[src/rtl/rwhc_pkg.sv]
// Shared types, constants and byte tables for the RIFF/WAVE header checker.
// No dependencies; used by rwhc_parser and riff_wave_header_checker.
package rwhc_pkg;

    // Parse phases.
    localparam logic [2:0] PH_HEADER = 3'd0;
    localparam logic [2:0] PH_CHUNK  = 3'd1;
    localparam logic [2:0] PH_FMT    = 3'd2;
    localparam logic [2:0] PH_SKIP   = 3'd3;
    localparam logic [2:0] PH_DONE   = 3'd4;

    // Result status codes.
    localparam logic [1:0] ST_OK          = 2'd0;
    localparam logic [1:0] ST_INVALID     = 2'd1;
    localparam logic [1:0] ST_UNSUPPORTED = 2'd2;
    localparam logic [1:0] ST_IO          = 2'd3;

    localparam logic [31:0] SIZE_LIMIT    = 32'h7FFF_FFFF;
    localparam logic [31:0] MIN_FILE_SIZE = 32'd12;
    localparam logic [31:0] HEADER_BYTES  = 32'd12;
    localparam logic [31:0] CHUNK_HDR     = 32'd8;
    localparam logic [31:0] FMT_BODY      = 32'd16;

    // Chunk tags as collected little-endian.
    localparam logic [31:0] TAG_FMT  = 32'h2074_6D66;
    localparam logic [31:0] TAG_DATA = 32'h6174_6164;

    localparam int MAX_CHUNKS_DEF = 64;

    typedef struct packed {
        logic        valid;
        logic [1:0]  status;
        logic [30:0] data_offset;
        logic [30:0] data_size;
    } rwhc_result_t;

    // Fixed bytes of the RIFF header; the size field bytes are not compared.
    function automatic logic [7:0] riff_byte(input logic [3:0] idx);
        logic [7:0] v;
        case (idx)
            4'd0:    v = 8'h52;
            4'd1:    v = 8'h49;
            4'd2:    v = 8'h46;
            4'd3:    v = 8'h46;
            4'd8:    v = 8'h57;
            4'd9:    v = 8'h41;
            4'd10:   v = 8'h56;
            4'd11:   v = 8'h45;
            default: v = 8'h00;
        endcase
        return v;
    endfunction

    // The only accepted fmt body: PCM, mono, 16000 Hz, 32000 B/s, align 2, 16 bits.
    function automatic logic [7:0] fmt_byte(input logic [3:0] idx);
        logic [7:0] v;
        case (idx)
            4'd0:    v = 8'h01;
            4'd2:    v = 8'h01;
            4'd4:    v = 8'h80;
            4'd5:    v = 8'h3E;
            4'd9:    v = 8'h7D;
            4'd12:   v = 8'h02;
            4'd14:   v = 8'h10;
            default: v = 8'h00;
        endcase
        return v;
    endfunction

endpackage

[src/rtl/rwhc_parser.sv]
// Byte-at-a-time RIFF/WAVE parse state and its combinational next-state logic.
// Depends on rwhc_pkg.
module rwhc_parser
    import rwhc_pkg::*;
#(
    parameter int MAX_CHUNKS = MAX_CHUNKS_DEF
)
(
    input  logic         clk,
    input  logic         rst_n,
    input  logic         fire,
    input  logic [7:0]   data_byte,
    input  logic         last,
    input  logic [31:0]  file_size,
    output rwhc_result_t result
);

    localparam logic [7:0] MAX_CHUNKS_B = 8'(MAX_CHUNKS);

    logic [31:0] pos_reg, pos_next;
    logic [2:0]  phase_reg, phase_next;
    logic [31:0] shift_reg, shift_next;
    logic [31:0] tag_reg, tag_next;
    logic [31:0] remaining_reg, remaining_next;
    logic [7:0]  chunks_reg, chunks_next;
    logic        fmt_seen_reg, fmt_seen_next;
    logic        data_seen_reg, data_seen_next;
    logic [30:0] offset_reg, offset_next;
    logic [30:0] size_reg, size_next;
    logic [1:0]  err_reg, err_next;

    logic [31:0] pos_inc;
    logic [31:0] room;
    logic        past_end;
    logic [31:0] shift_in;
    logic [31:0] tag_in;
    logic [31:0] rem_dec;
    logic [3:0]  fmt_idx;
    logic        do_start;

    assign pos_inc  = pos_reg + 32'd1;
    assign past_end = pos_inc >= file_size;
    assign room     = past_end ? 32'd0 : file_size - pos_inc;
    assign shift_in = {data_byte, shift_reg[31:8]};
    assign tag_in   = {data_byte, tag_reg[31:8]};
    assign rem_dec  = remaining_reg - 32'd1;
    assign fmt_idx  = 4'd0 - remaining_reg[3:0];

    always_comb
    begin
        pos_next       = pos_reg;
        phase_next     = phase_reg;
        shift_next     = shift_reg;
        tag_next       = tag_reg;
        remaining_next = remaining_reg;
        chunks_next    = chunks_reg;
        fmt_seen_next  = fmt_seen_reg;
        data_seen_next = data_seen_reg;
        offset_next    = offset_reg;
        size_next      = size_reg;
        err_next       = err_reg;
        do_start       = 1'b0;
        result         = '0;

        if (fire)
        begin
            if (err_next == ST_OK && (file_size < MIN_FILE_SIZE || file_size > SIZE_LIMIT))
            begin
                err_next = ST_INVALID;
            end
            if (err_next == ST_OK)
            begin
                case (phase_reg)
                    PH_HEADER:
                    begin
                        pos_next = pos_inc;
                        if (pos_reg[3:2] == 2'b01)
                        begin
                            shift_next = shift_in;
                        end
                        else if (data_byte != riff_byte(pos_reg[3:0]))
                        begin
                            tag_next = 32'd1;
                        end
                        if (pos_inc >= HEADER_BYTES)
                        begin
                            if (tag_next != 32'd0 || shift_next != file_size - CHUNK_HDR)
                                err_next = ST_INVALID;
                            else
                                do_start = 1'b1;
                        end
                    end
                    PH_CHUNK:
                    begin
                        pos_next = pos_inc;
                        if (remaining_reg > 32'd4)
                            tag_next = tag_in;
                        else
                            shift_next = shift_in;
                        remaining_next = rem_dec;
                        if (rem_dec == 32'd0)
                        begin
                            // Chunk header complete: body plus pad byte must fit.
                            if (shift_in > room || (shift_in[0] && shift_in == room))
                            begin
                                err_next = ST_INVALID;
                            end
                            else if (tag_reg == TAG_FMT)
                            begin
                                if (fmt_seen_reg || shift_in < FMT_BODY)
                                begin
                                    err_next = ST_INVALID;
                                end
                                else
                                begin
                                    phase_next     = PH_FMT;
                                    remaining_next = FMT_BODY;
                                    tag_next       = 32'd0;
                                end
                            end
                            else if (tag_reg == TAG_DATA && (data_seen_reg || shift_in[0]))
                            begin
                                err_next = ST_INVALID;
                            end
                            else
                            begin
                                if (tag_reg == TAG_DATA)
                                begin
                                    data_seen_next = 1'b1;
                                    offset_next    = pos_inc[30:0];
                                    size_next      = shift_in[30:0];
                                end
                                remaining_next = shift_in + {31'd0, shift_in[0]};
                                phase_next     = PH_SKIP;
                                if (shift_in == 32'd0)
                                    do_start = 1'b1;
                            end
                        end
                    end
                    PH_FMT:
                    begin
                        pos_next = pos_inc;
                        if (data_byte != fmt_byte(fmt_idx))
                            tag_next = 32'd1;
                        remaining_next = rem_dec;
                        if (rem_dec == 32'd0)
                        begin
                            if (tag_next != 32'd0 || shift_reg != FMT_BODY)
                            begin
                                err_next = ST_UNSUPPORTED;
                            end
                            else
                            begin
                                fmt_seen_next = 1'b1;
                                do_start      = 1'b1;
                            end
                        end
                    end
                    PH_SKIP:
                    begin
                        pos_next = pos_inc;
                        if (remaining_reg != 32'd0)
                            remaining_next = rem_dec;
                        if (remaining_next == 32'd0)
                            do_start = 1'b1;
                    end
                    default:
                    begin
                    end
                endcase

                // Start of the next chunk, or the end of the walk.
                if (do_start)
                begin
                    if (past_end)
                    begin
                        if (!fmt_seen_next || !data_seen_next)
                            err_next = ST_INVALID;
                        else
                            phase_next = PH_DONE;
                    end
                    else if (chunks_reg >= MAX_CHUNKS_B || room < CHUNK_HDR)
                    begin
                        err_next = ST_INVALID;
                    end
                    else
                    begin
                        chunks_next    = chunks_reg + 8'd1;
                        phase_next     = PH_CHUNK;
                        remaining_next = CHUNK_HDR;
                        tag_next       = 32'd0;
                        shift_next     = 32'd0;
                    end
                end
            end

            if (last)
            begin
                result.valid = 1'b1;
                if (err_next != ST_OK)
                    result.status = err_next;
                else if (phase_next != PH_DONE)
                    result.status = ST_IO;
                else
                    result.status = ST_OK;
                if (result.status == ST_OK)
                begin
                    result.data_offset = offset_next;
                    result.data_size   = size_next;
                end
                pos_next       = '0;
                phase_next     = PH_HEADER;
                shift_next     = '0;
                tag_next       = '0;
                remaining_next = '0;
                chunks_next    = '0;
                fmt_seen_next  = 1'b0;
                data_seen_next = 1'b0;
                offset_next    = '0;
                size_next      = '0;
                err_next       = ST_OK;
            end
        end
    end

    always_ff @(posedge clk or negedge rst_n)
    begin
        if (!rst_n)
        begin
            pos_reg       <= '0;
            phase_reg     <= PH_HEADER;
            shift_reg     <= '0;
            tag_reg       <= '0;
            remaining_reg <= '0;
            chunks_reg    <= '0;
            fmt_seen_reg  <= 1'b0;
            data_seen_reg <= 1'b0;
            offset_reg    <= '0;
            size_reg      <= '0;
            err_reg       <= ST_OK;
        end
        else
        begin
            pos_reg       <= pos_next;
            phase_reg     <= phase_next;
            shift_reg     <= shift_next;
            tag_reg       <= tag_next;
            remaining_reg <= remaining_next;
            chunks_reg    <= chunks_next;
            fmt_seen_reg  <= fmt_seen_next;
            data_seen_reg <= data_seen_next;
            offset_reg    <= offset_next;
            size_reg      <= size_next;
            err_reg       <= err_next;
        end
    end

    // A latched error holds until the stream's last byte clears it.
    assert property (@(posedge clk) disable iff (!rst_n)
        fire && !last && err_reg != ST_OK |=> err_reg == $past(err_reg))
        else $error("latched error changed mid-stream");

    // A recorded data chunk always implies the walk counted at least one chunk.
    assert property (@(posedge clk) disable iff (!rst_n)
        data_seen_reg |-> chunks_reg != 8'd0)
        else $error("data chunk recorded without a chunk count");

endmodule

[config.mk]
export PLATFORM = sky130hd
export DESIGN_NAME = rwhc_parser
export DESIGN_NICKNAME = d
export VERILOG_FILES = /design/src/rtl/rwhc_pkg.sv /design/src/rtl/rwhc_parser.sv
export SDC_FILE = /design/constraint.sdc
export NUM_CORES = 1
export LEC_CHECK = 0
export ABC_AREA = 0
export BUFFER_PORTS_ARGS = -buffer_cell sky130_fd_sc_hd__buf_4
export CAP_MARGIN = 25
export CORE_ASPECT_RATIO = 0.8
export CORE_UTILIZATION = 55
export DETAILED_ROUTE_END_ITERATION = 6
export PLACE_DENSITY = 0.73
export SLEW_MARGIN = 20
export SYNTH_ARGS = -nofsm -noshare
export SYNTH_HDL_FRONTEND = slang
export SYNTH_SLANG_ARGS = --single-unit
[constraint.sdc]
create_clock -name clk -period 8.51 [get_ports clk]
set_input_delay 0.851 -clock clk [delete_from_list [all_inputs] [get_ports clk]]
set_output_delay 0.851 -clock clk [all_outputs]
set_load 0.01 [all_outputs]
Word-level counts from Yosys, hierarchy flattened
Memory sizes are Yosys's and may differ from the RTL's. Cells that the tools add are included.

Register bits: 205. Memory bits (read-only): 96. Input bits: 44. Output and inout port bits: 65. Logic and storage cells: 229. Memories kept: 1.

Memories: (name not given) (words 16, bits a word 6, rd ports 1, clocked after Yosys merged registers in 0, write ports 0, line rwhc_pkg.sv:40) `case (idx)`.

Add/subtract/negate cells: 7. $lt $le $gt $ge: 9. Equality and inequality tests: 20. Muxes and demuxes: 148. Reduce and logical (&&, ||, !) cells: 33.

Operators by type and width (number): two-way mux 32 bit (47); two-way mux 31 bit (16); one-hot mux 32 bit (3 select lines) (2); two-way mux 65 bit (2); zero test 32 bit (3); two-way mux 8 bit (12); nonzero test 32 bit (3); < comparator 32 x 4 -> 1 bit (second input constant) (2); one-hot mux 32 bit (2 select lines) (1); two-way mux 62 bit (1); one-hot mux 8 bit (6 select lines) (1); two-way mux 2 bit (22); two-way mux 3 bit (13); adder 32 x 1 -> 32 bit (1); adder 32 x 1 -> 32 bit (second input constant) (1); equality test 32 x 30 -> 1 bit (second input constant) (1); equality test 32 x 31 -> 1 bit (second input constant) (1); equality test 32 bit (1); >= comparator 32 bit (1); >= comparator 32 x 4 -> 1 bit (second input constant) (1); greater-than comparator 32 x 3 -> 1 bit (second input constant) (1); greater-than comparator 32 x 31 -> 1 bit (second input constant) (1); greater-than comparator 32 bit (1); < comparator 32 x 5 -> 1 bit (second input constant) (1); other kinds (32) (81).

Depth between registers and ports, before layout
Gate-level depths: netlist of the first run.

Depth in word-level cells: 36. Depth in mapped cells: 33. Mapped depth without buffers: 28.

Worst setup path before layout of the first run
No wires, ideal clock.

Path kind: register to output. From: register pos_reg[11]. To: output result[31] (netlist name). Arrival time: 7.097 ns. Slack: 0.562 ns. Stages on the path, launching flop included: 33. Path buffers: 6. Cell sequence: dfrtp_1 clkbuf_1 nand3_1 nor4_1 and3_1 nand3_1 xor2_1 ha_1 clkbuf_1 inv_1 o31ai_1 a21o_1 a21oi_1 o21ai_0 o22a_1 o21a_1 clkbuf_1 nand2_1 ha_1 a21oi_1 o21ai_0 a221o_1 or3_1 a31oi_1 and2_1 nand4_1 or4b_1 clkbuf_1 buf_1 buf_2 nor2_1 a21oi_1 nor2_1.

RTL lines: start: declaration (line rwhc_parser.sv:20) `logic [31:0] pos_reg, pos_next;`; start signal: assignment (line rwhc_parser.sv:244) `pos_reg <= pos_next;`; end: declaration (line rwhc_parser.sv:15) `output rwhc_result_t result`.

==> results of run 1 <==
where the power goes:
part           switching, mW  total, mW  internal, mW  leakage, nW
logic                  0.311      0.473         0.162         5.69
clock network          0.454       1.09         0.641        0.391
registers            0.00794      0.986         0.978         2.84
total                  0.773       2.55          1.78         8.91
worst paths after layout:
kind / to / slack (ns) / depth (start not counted)
worst max-delay path: result[33] / 0.19 / 33
worst min-delay path: pos_reg[24] / 0.40 / 1
worst max register to register: size_reg[19] / 0.96 / 33
worst min register to register: offset_reg[21] / 0.48 / 1
max in group asynchronous: remaining_reg[26] / 6.93 / 3
min in group clk: offset_reg[21] / 0.48 / 1
area by class of cell:
class	instances	area, sq um
well taps	427	534.3
flip-flops and latches	205	5147
inverters	60	225.2
clock inverters	14	200.2
clock buffers	27	610.6
repair buffers	213	1758
multi-input cells	1894	12930
fillers	2825	11520
metal layers:
metal	vias to the layer above	GRT usage
met5	-	0.01103
met3	164	0.1335
met2	1353	0.5519
met4	2	0.1175
li1	8891	-
met1	9610	0.6103
synth_stat cells (all sizes together) (13+ instances only):
| cell | number |
|---|---|
| nand2 | 257 |
| dfrtp | 205 |
| a21oi | 173 |
| nor2 | 161 |
| o21ai | 122 |
| clkbuf | 121 |
| a22o | 101 |
| xnor2 | 90 |
| nand3 | 78 |
| ha | 76 |
| buf | 65 |
| nor3 | 64 |
| inv | 59 |
| o2bb2ai | 53 |
| nand4 | 52 |
| xor2 | 44 |
| nor4 | 41 |
| a22oi | 39 |
| nand2b | 39 |
| o31ai | 37 |
| mux2i | 35 |
| nor2b | 31 |
| or3 | 30 |
| a21o | 29 |
| and3 | 23 |
| o22ai | 22 |
| or4 | 22 |
| a211oi | 20 |
| a31oi | 15 |
| o211ai | 15 |
| nand4b | 14 |
| o21a | 13 |
through the flow:
stage | std cells | utilization | worst slack (ns)
final | 2840 | 0.6501 | 0.1862
after global routing | 2840 | 0.6501 | -0.09794
after CTS | 2814 | 0.6332 | 0.007139
after detailed placement | 2772 | 0.6033 | 0.07304
after global placement | 2771 | 0.6030 | 0.08836
after floorplan | 2345 | - | 0.5623
worst reg2reg max path: cells and delay by family (launching register included):
family,cells,cell delay [ns]
fa+ha+maj,2,0.58
flops,1,0.44
buf+inv,9,1.79
compound gates,10,1.87
xor+xnor,1,0.28
simple gates,11,2.48
cell usage in the layout, fill, tap and decap left out, types with 37 or more instances in the layout:
master and count:
o2bb2ai_1 53, nor3_1 61, xor2_1 37, nor2_1 157, a22oi_1 39, nand4_1 52, nand2b_1 38, buf_4 197
nand3_1 73, a21oi_1 164, ha_1 67, o21ai_0 110, inv_1 57, dfrtp_1 191, xnor2_1 78, nand2_1 255
a22o_1 101
what timing repair did:
item	CTS	global route
cloned	0	2
pin swaps	1	14
endpoints found under the setup margin	64	64
resized for setup	34	70
buffers inserted	1	22
endpoints found under the hold margin	0	0
cells by family (layout without fill, tap and decap cells):
kind of cell / Yosys count / in the layout / share of synthesized area
and+or+nand+nor: 895 / 895 / 0.2497
AOI/OAI and AO/OA: 749 / 749 / 0.2815
buffers and inverters: 246 / 314 / 0.05498
DFF: 205 / 205 / 0.2759
xor gates and xnor gates: 136 / 136 / 0.06561
adders and majority gates: 77 / 77 / 0.05222
muxes: 37 / 37 / 0.02005
==> results by group, run 1 <==
Outcome
  • Status: complete, no violations

Global routing
  • Total gr overflow: 0
  • First-pass GRT wire length: roughly 110000 um
  • Largest net degree at the start of global routing: 88
  • Gr usage total: 0.4089
  • Vias in the first global route: 17860
  • Initial antenna violation count: 0

Setup path
  • Max incr delay on CP: approximately 0.44 ns
  • WP data arrival: 7.47 ns
  • Worst r2r src: pos_reg[7]
  • Crit path kind: register to output port
  • Critical Path End Type: output port
  • Crit-path max FO: 9
  • CP max-delay cell: dfrtp_2
  • CP Data Required Time: about 7.7 ns
  • Crit. Startpoint: pos_reg[7]
  • Buffers & Inverters on Critical Path: 9
  • Worst setup SP type: register
  • Family with the most delay on the worst path: simple AND/OR/NAND/NOR gates
  • CP most frequent cell: buf_4

Synthesis
  • Syn Area/Cell: approximately 8 sq um
  • Synth top area cells: dfrtp_1 28%, nand2_1 5.2%, ha_1 5.1%
  • Syn. warnings: 0
  • Sequential fraction of the synthesis area: 0.2759
  • Syn Nets: ~2500
  • Async S/R FF share, synth: 1.000
  • Leading area contributor after synthesis: dfrtp_1
  • Area share of the largest cell type after synthesis: 0.2759
  • Post-synth EDFFs: 0
  • Syn Std Cell Area: between 0.015 and 0.02 sq mm
  • Number of library cell types mapped by synthesis: 96
  • Prevailing post-synth register cell: dfrtp_1
  • Cells after Synth: approximately 2300
  • Number of synthesized register bits: a little over 200

Drt
  • DRT Pass-1 Iters: 6
  • Total Wirelength: around 74000 um
  • DRC errors left: 0
  • First DRT Iteration DRCs: 2817
  • WL/cell: ~26 um
  • Routed via count: roughly 20000
  • M1 WL: about 32000 um
  • Top Metal Used: met5
  • Final antenna-violating net count: 0
  • Routed wl met2: approximately 29000 um
  • Vias per cell: 7.049
  • DR WL met3: ~11000 um

Die
  • Die Height: around 170 um
  • Ports: 109
  • Die area: 0.03455 sq mm
  • Die X: between 200 and 250 um
  • Row cnt: 59
  • Core area: 0.03292 sq mm
  • Initial core utilization: 0.5648

Finish
  • Non-Filler Cell Area, Final: 0.02140 sq mm
  • Fin nets: roughly 2500
  • N_diodes: 0
  • Area Growth Syn to Fin: 15.11%
  • Share of layout cells above drive strength 1: 0.1571

Clock tree
  • CTS buffer count: 23
  • Skew-Pair Late Insertion Delay: ~0.56 ns
  • Hold_buf cts: 0
  • Max Buffers Root-to-Sink: 3
  • Clk pin slew, worst setup/hold paths: roughly 0.070 ns
  • Root Buffer: clkbuf_16
  • Max H-tree Level: 1
  • CTS Sinks: roughly 210
  • CTS tree: yes

Pwr
  • Leakage power: between 8 and 9 nW
  • Cell Pwr Density: 119.3 mW/mm^2
  • Worst vdd ir: approximately 0.00016 V
  • Total power draw: between 2 and 3 mW

STA
  • Final hold violation count: 0
  • Pins Over Slew Limit: 0
  • Final setup TNS: 0 ns
  • Measured slew at the worst slew-check pin: 1.046 ns
  • WHS: between 0.4 and 0.5 ns
  • Slew margin rel.: 0.2976
  • Final setup fails: 0
  • Fmax: between 100 and 150 MHz
  • Period utilization: 0.9781
  • Clk_skew: between 0.015 and 0.02 ns
  • Tmin final: 8.324 ns

Placement
  • Hpwl dp: around 54000 um
  • Area of placed instances: roughly 0.020 sq mm
  • IO Port Bufs: ~110
  • GP Congestion: 1.026

Job
  • Max cap viols: 0

Hold path
  • Type of the most critical hold path: input port to async pin
Power figures use the tool's default switching activity.
==> inputs of run 2 (changes only) <==
--- a/config.mk
+++ b/config.mk
@@ -5,7 +5,7 @@
 export SDC_FILE = /design/constraint.sdc
 export NUM_CORES = 1
 export LEC_CHECK = 0
-export ABC_AREA = 0
+export ABC_AREA = 1
 export BUFFER_PORTS_ARGS = -buffer_cell sky130_fd_sc_hd__buf_4
 export CAP_MARGIN = 25
 export CORE_ASPECT_RATIO = 0.8
==> constraint.sdc (replaced) <==
create_clock -name clk -period 10.35 [get_ports clk]
set_input_delay 1.035 -clock clk [delete_from_list [all_inputs] [get_ports clk]]
set_output_delay 1.035 -clock clk [all_outputs]
set_load 0.01 [all_outputs]
==> run 2 against run 1 <==
The run now ends with DRC left. Register-to-register slack better by 0.88 ns. Synthesized area is 9.6% higher. Critical path type unchanged. Sequential share of layout area down 0.99 points. Via count rose by 21%. Worst hold slack improved by 0.073 ns. Non-clock buffer count is 73 lower. Cell area rose by 3.9%. Clock-buffer cell count rose by 3. Highest routed layer unchanged. Clock power shrank 20%. Global-route usage rose by 2.3 points.
==> results by group, run 2 <==
Outcome
  • Status: complete, but fails checks
  • Failing checks: DRC

Die
  • Die X: approximately 220 um
  • Ports: 109
  • Die area: about 0.038 sq mm
  • Die Height: about 170 um
  • Core area: between 0.03 and 0.04 sq mm
  • Initial core utilization: 0.5626
  • Row cnt: 62

Finish
  • Non-Filler Cell Area, Final: 0.02225 sq mm
  • Commonest non-fill, non-tap cell in the layout: nand2_1
  • Most frequent cells in the layout: 657 x nand2_1, 334 x inv_1, 331 x nor2_1
  • Final core occ: 0.6141
  • Multi-input logic area: between 0.01 and 0.015 sq mm
  • Fin nets: 3270
  • Sequential cell area: between 0.005 and 0.006 sq mm
  • Area Growth Syn to Fin: 9.153%
  • Fillers: 3439
  • Share of layout cells above drive strength 1: 0.09485

Synthesis
  • Sequential fraction of the synthesis area: 0.2517
  • Top post-synthesis cells by count: 658 x nand2_1, 334 x inv_1, 333 x nor2_1
  • Cells after Synth: between 3000 and 4000
  • Area share of the largest cell type after synthesis: 0.2517
  • Synth top area cells: dfrtp_1 25%, nand2_1 12%, o21ai_0 7.1%
  • Prevailing post-synth register cell: dfrtp_1
  • Syn Nets: approximately 3200
  • Post-synth EDFFs: 0
  • Leading area contributor after synthesis: dfrtp_1
  • Syn Std Cell Area: 0.02038 sq mm
  • Library cell with the highest instance count after synthesis: nand2_1
  • Syn Area/Cell: between 6 and 7 sq um
  • Number of synthesized register bits: ~210
  • Number of library cell types mapped by synthesis: 57
  • Syn. warnings: 0
  • Async S/R FF share, synth: 1.000

Clock tree
  • CTS Sinks: 205
  • Max H-tree Level: 1
  • Clk pin slew, worst setup/hold paths: around 0.06 ns
  • CTS buffer count: 24
  • Post_cts resized: 0
  • Root Buffer: clkbuf_16
  • Skew-Pair Late Insertion Delay: around 0.58 ns
  • Hold_buf cts: 0
  • Max Buffers Root-to-Sink: 3
  • CTS tree: yes
  • Post-CTS Setup Bufs: 0

Setup path
  • WP data arrival: around 8.9 ns
  • CP Data Required Time: just over 9 ns
  • Max incr delay on CP: ~0.47 ns
  • Crit-path max FO: 44
  • CP most frequent cell: nand2_1
  • Critical Path End Type: output port
  • Worst setup SP type: register
  • CP max-delay cell: dfrtp_1
  • Crit path kind: register to output port

STA
  • Fmax: slightly above 100 MHz
  • Period utilization: 0.9553
  • Final setup TNS: 0 ns
  • Final setup fails: 0
  • Measured slew at the worst slew-check pin: approximately 1 ns
  • Final hold violation count: 0
  • Slew margin rel.: 0.3359
  • RSZ-0062 raised after global routing: no
  • Worst setup margin: around 0.46 ns
  • Clk_skew: 0.03103 ns
  • Tmin final: slightly below 10 ns
  • Pins Over Slew Limit: 0

Pwr
  • Worst vdd ir: ~0.00016 V
  • Cell Pwr Density: about 150 mW/mm^2
  • Leakage power: roughly 9.7 nW

Drt
  • Final antenna-violating net count: 0
  • Total Wirelength: ~84000 um
  • First DRT Iteration DRCs: just over 4000
  • Routed via count: 24140
  • Vias per cell: about 6.6
  • DRC errors left: 2
  • DRT Pass-1 Iters: 7
  • WL/cell: 23.08 um

Global routing
  • Gr usage total: 0.4320
  • Total gr overflow: 0
  • Largest net degree at the start of global routing: 96
  • Initial antenna violation count: 1
  • First-pass GRT wire length: 126800 um
  • Vias in the first global route: 21190

Placement
  • IO Port Bufs: around 110
  • Hpwl dp: 62770 um
  • GP Congestion: between 1 and 1.5
  • Area of placed instances: 0.02137 sq mm
  • Pre-CTS setup slack: ~0.85 ns

Hold path
  • Type of the most critical hold path: input port to async pin

Job
  • Max cap viols: 0
## run 2: cell types whose count changed after synthesis, sizes merged, moves of 83 or more
cell	before	now
nand3	78	161
a22o	101	0
o22ai	22	131
o21ai	122	300
nand2	257	671
nor2	161	348
inv	59	339
## run 2: logic make-up (layout without fill, tap and decap cells)
kind of cell | Yosys count | count (layout) | synth area share
other | 0 | 1 | 0
adders and majority gates | 77 | 77 | 0.04764
DFF | 205 | 205 | 0.2517
xor gates and xnor gates | 102 | 102 | 0.04451
buffers and inverters | 498 | 533 | 0.09840
AOI/OAI and AO/OA | 782 | 782 | 0.2260
and+or+nand+nor | 1464 | 1464 | 0.3317
## run 2: path summary, 6_finish.rpt
path	slack, ns	endpoint	depth (start not counted)	from
min in group clk	0.49	size_reg[1]	2	size_reg[1]
max in group asynchronous	8.62	pos_reg[24]	2	rst_n
min	0.48	remaining_reg[27]	1	rst_n
max reg2reg	1.84	shift_reg[19]	37	pos_reg[0]
min reg2reg	0.49	size_reg[1]	2	size_reg[1]
max	0.46	result[14]	41	pos_reg[0]
## run 2: report_power, final
part	total [mW]	leakage (nW)	internal (mW)	switching [mW]
Sequential	0.909	2.85	0.836	0.0733
Combinational	1.60	6.47	0.423	1.18
Clock	0.877	0.370	0.490	0.387
## run 2: routing by layer
| layer | vias to the layer above | GRT usage | routed length [um] |
|---|---|---|---|
| met5 | - | 0.02179 | 122 |
| met4 | 2 | 0.1229 | 2811 |
| met3 | 219 | 0.1377 | 12620 |
| met2 | 1774 | 0.5715 | 32300 |
| met1 | 11300 | 0.6536 | 36240 |
| li1 | 10850 | - | - |
## run 2: worst max-delay path: cells and delay by family (launching register included)
kind	cells	cell delay (ns)
AND/OR/NAND/NOR	29	4.73
buffers and inverters	6	1.21
adder cells (fa/ha/maj)	2	0.67
AO/OA/AOI/OAI	3	0.66
flip-flops	1	0.47
XOR/XNOR	1	0.43
## run 2: final cells by class
cell class / count / area share
Multi-Input combinational cell: 2425 / 0.5969
Sequential cell: 205 / 0.2306
Inverter: 353 / 0.05961
Timing Repair Buffer: 140 / 0.05123
Clock buffer: 30 / 0.02891
Tap cell: 480 / 0.02700
Clock inverter: 10 / 0.005568
Antenna cell: 1 / 0.0001125
## run 2: metrics by stage
stage	total power, mW	hold slack [ns]	std cells
2_1_floorplan	1.971	0.4533	3128
3_3_place_gp	2.409	0.4669	3598
3_5_place_dp	2.425	0.4742	3599
4_1_cts	3.294	0.4892	3639
5_1_grt	3.542	0.5040	3643
6_report	3.386	0.4771	3644
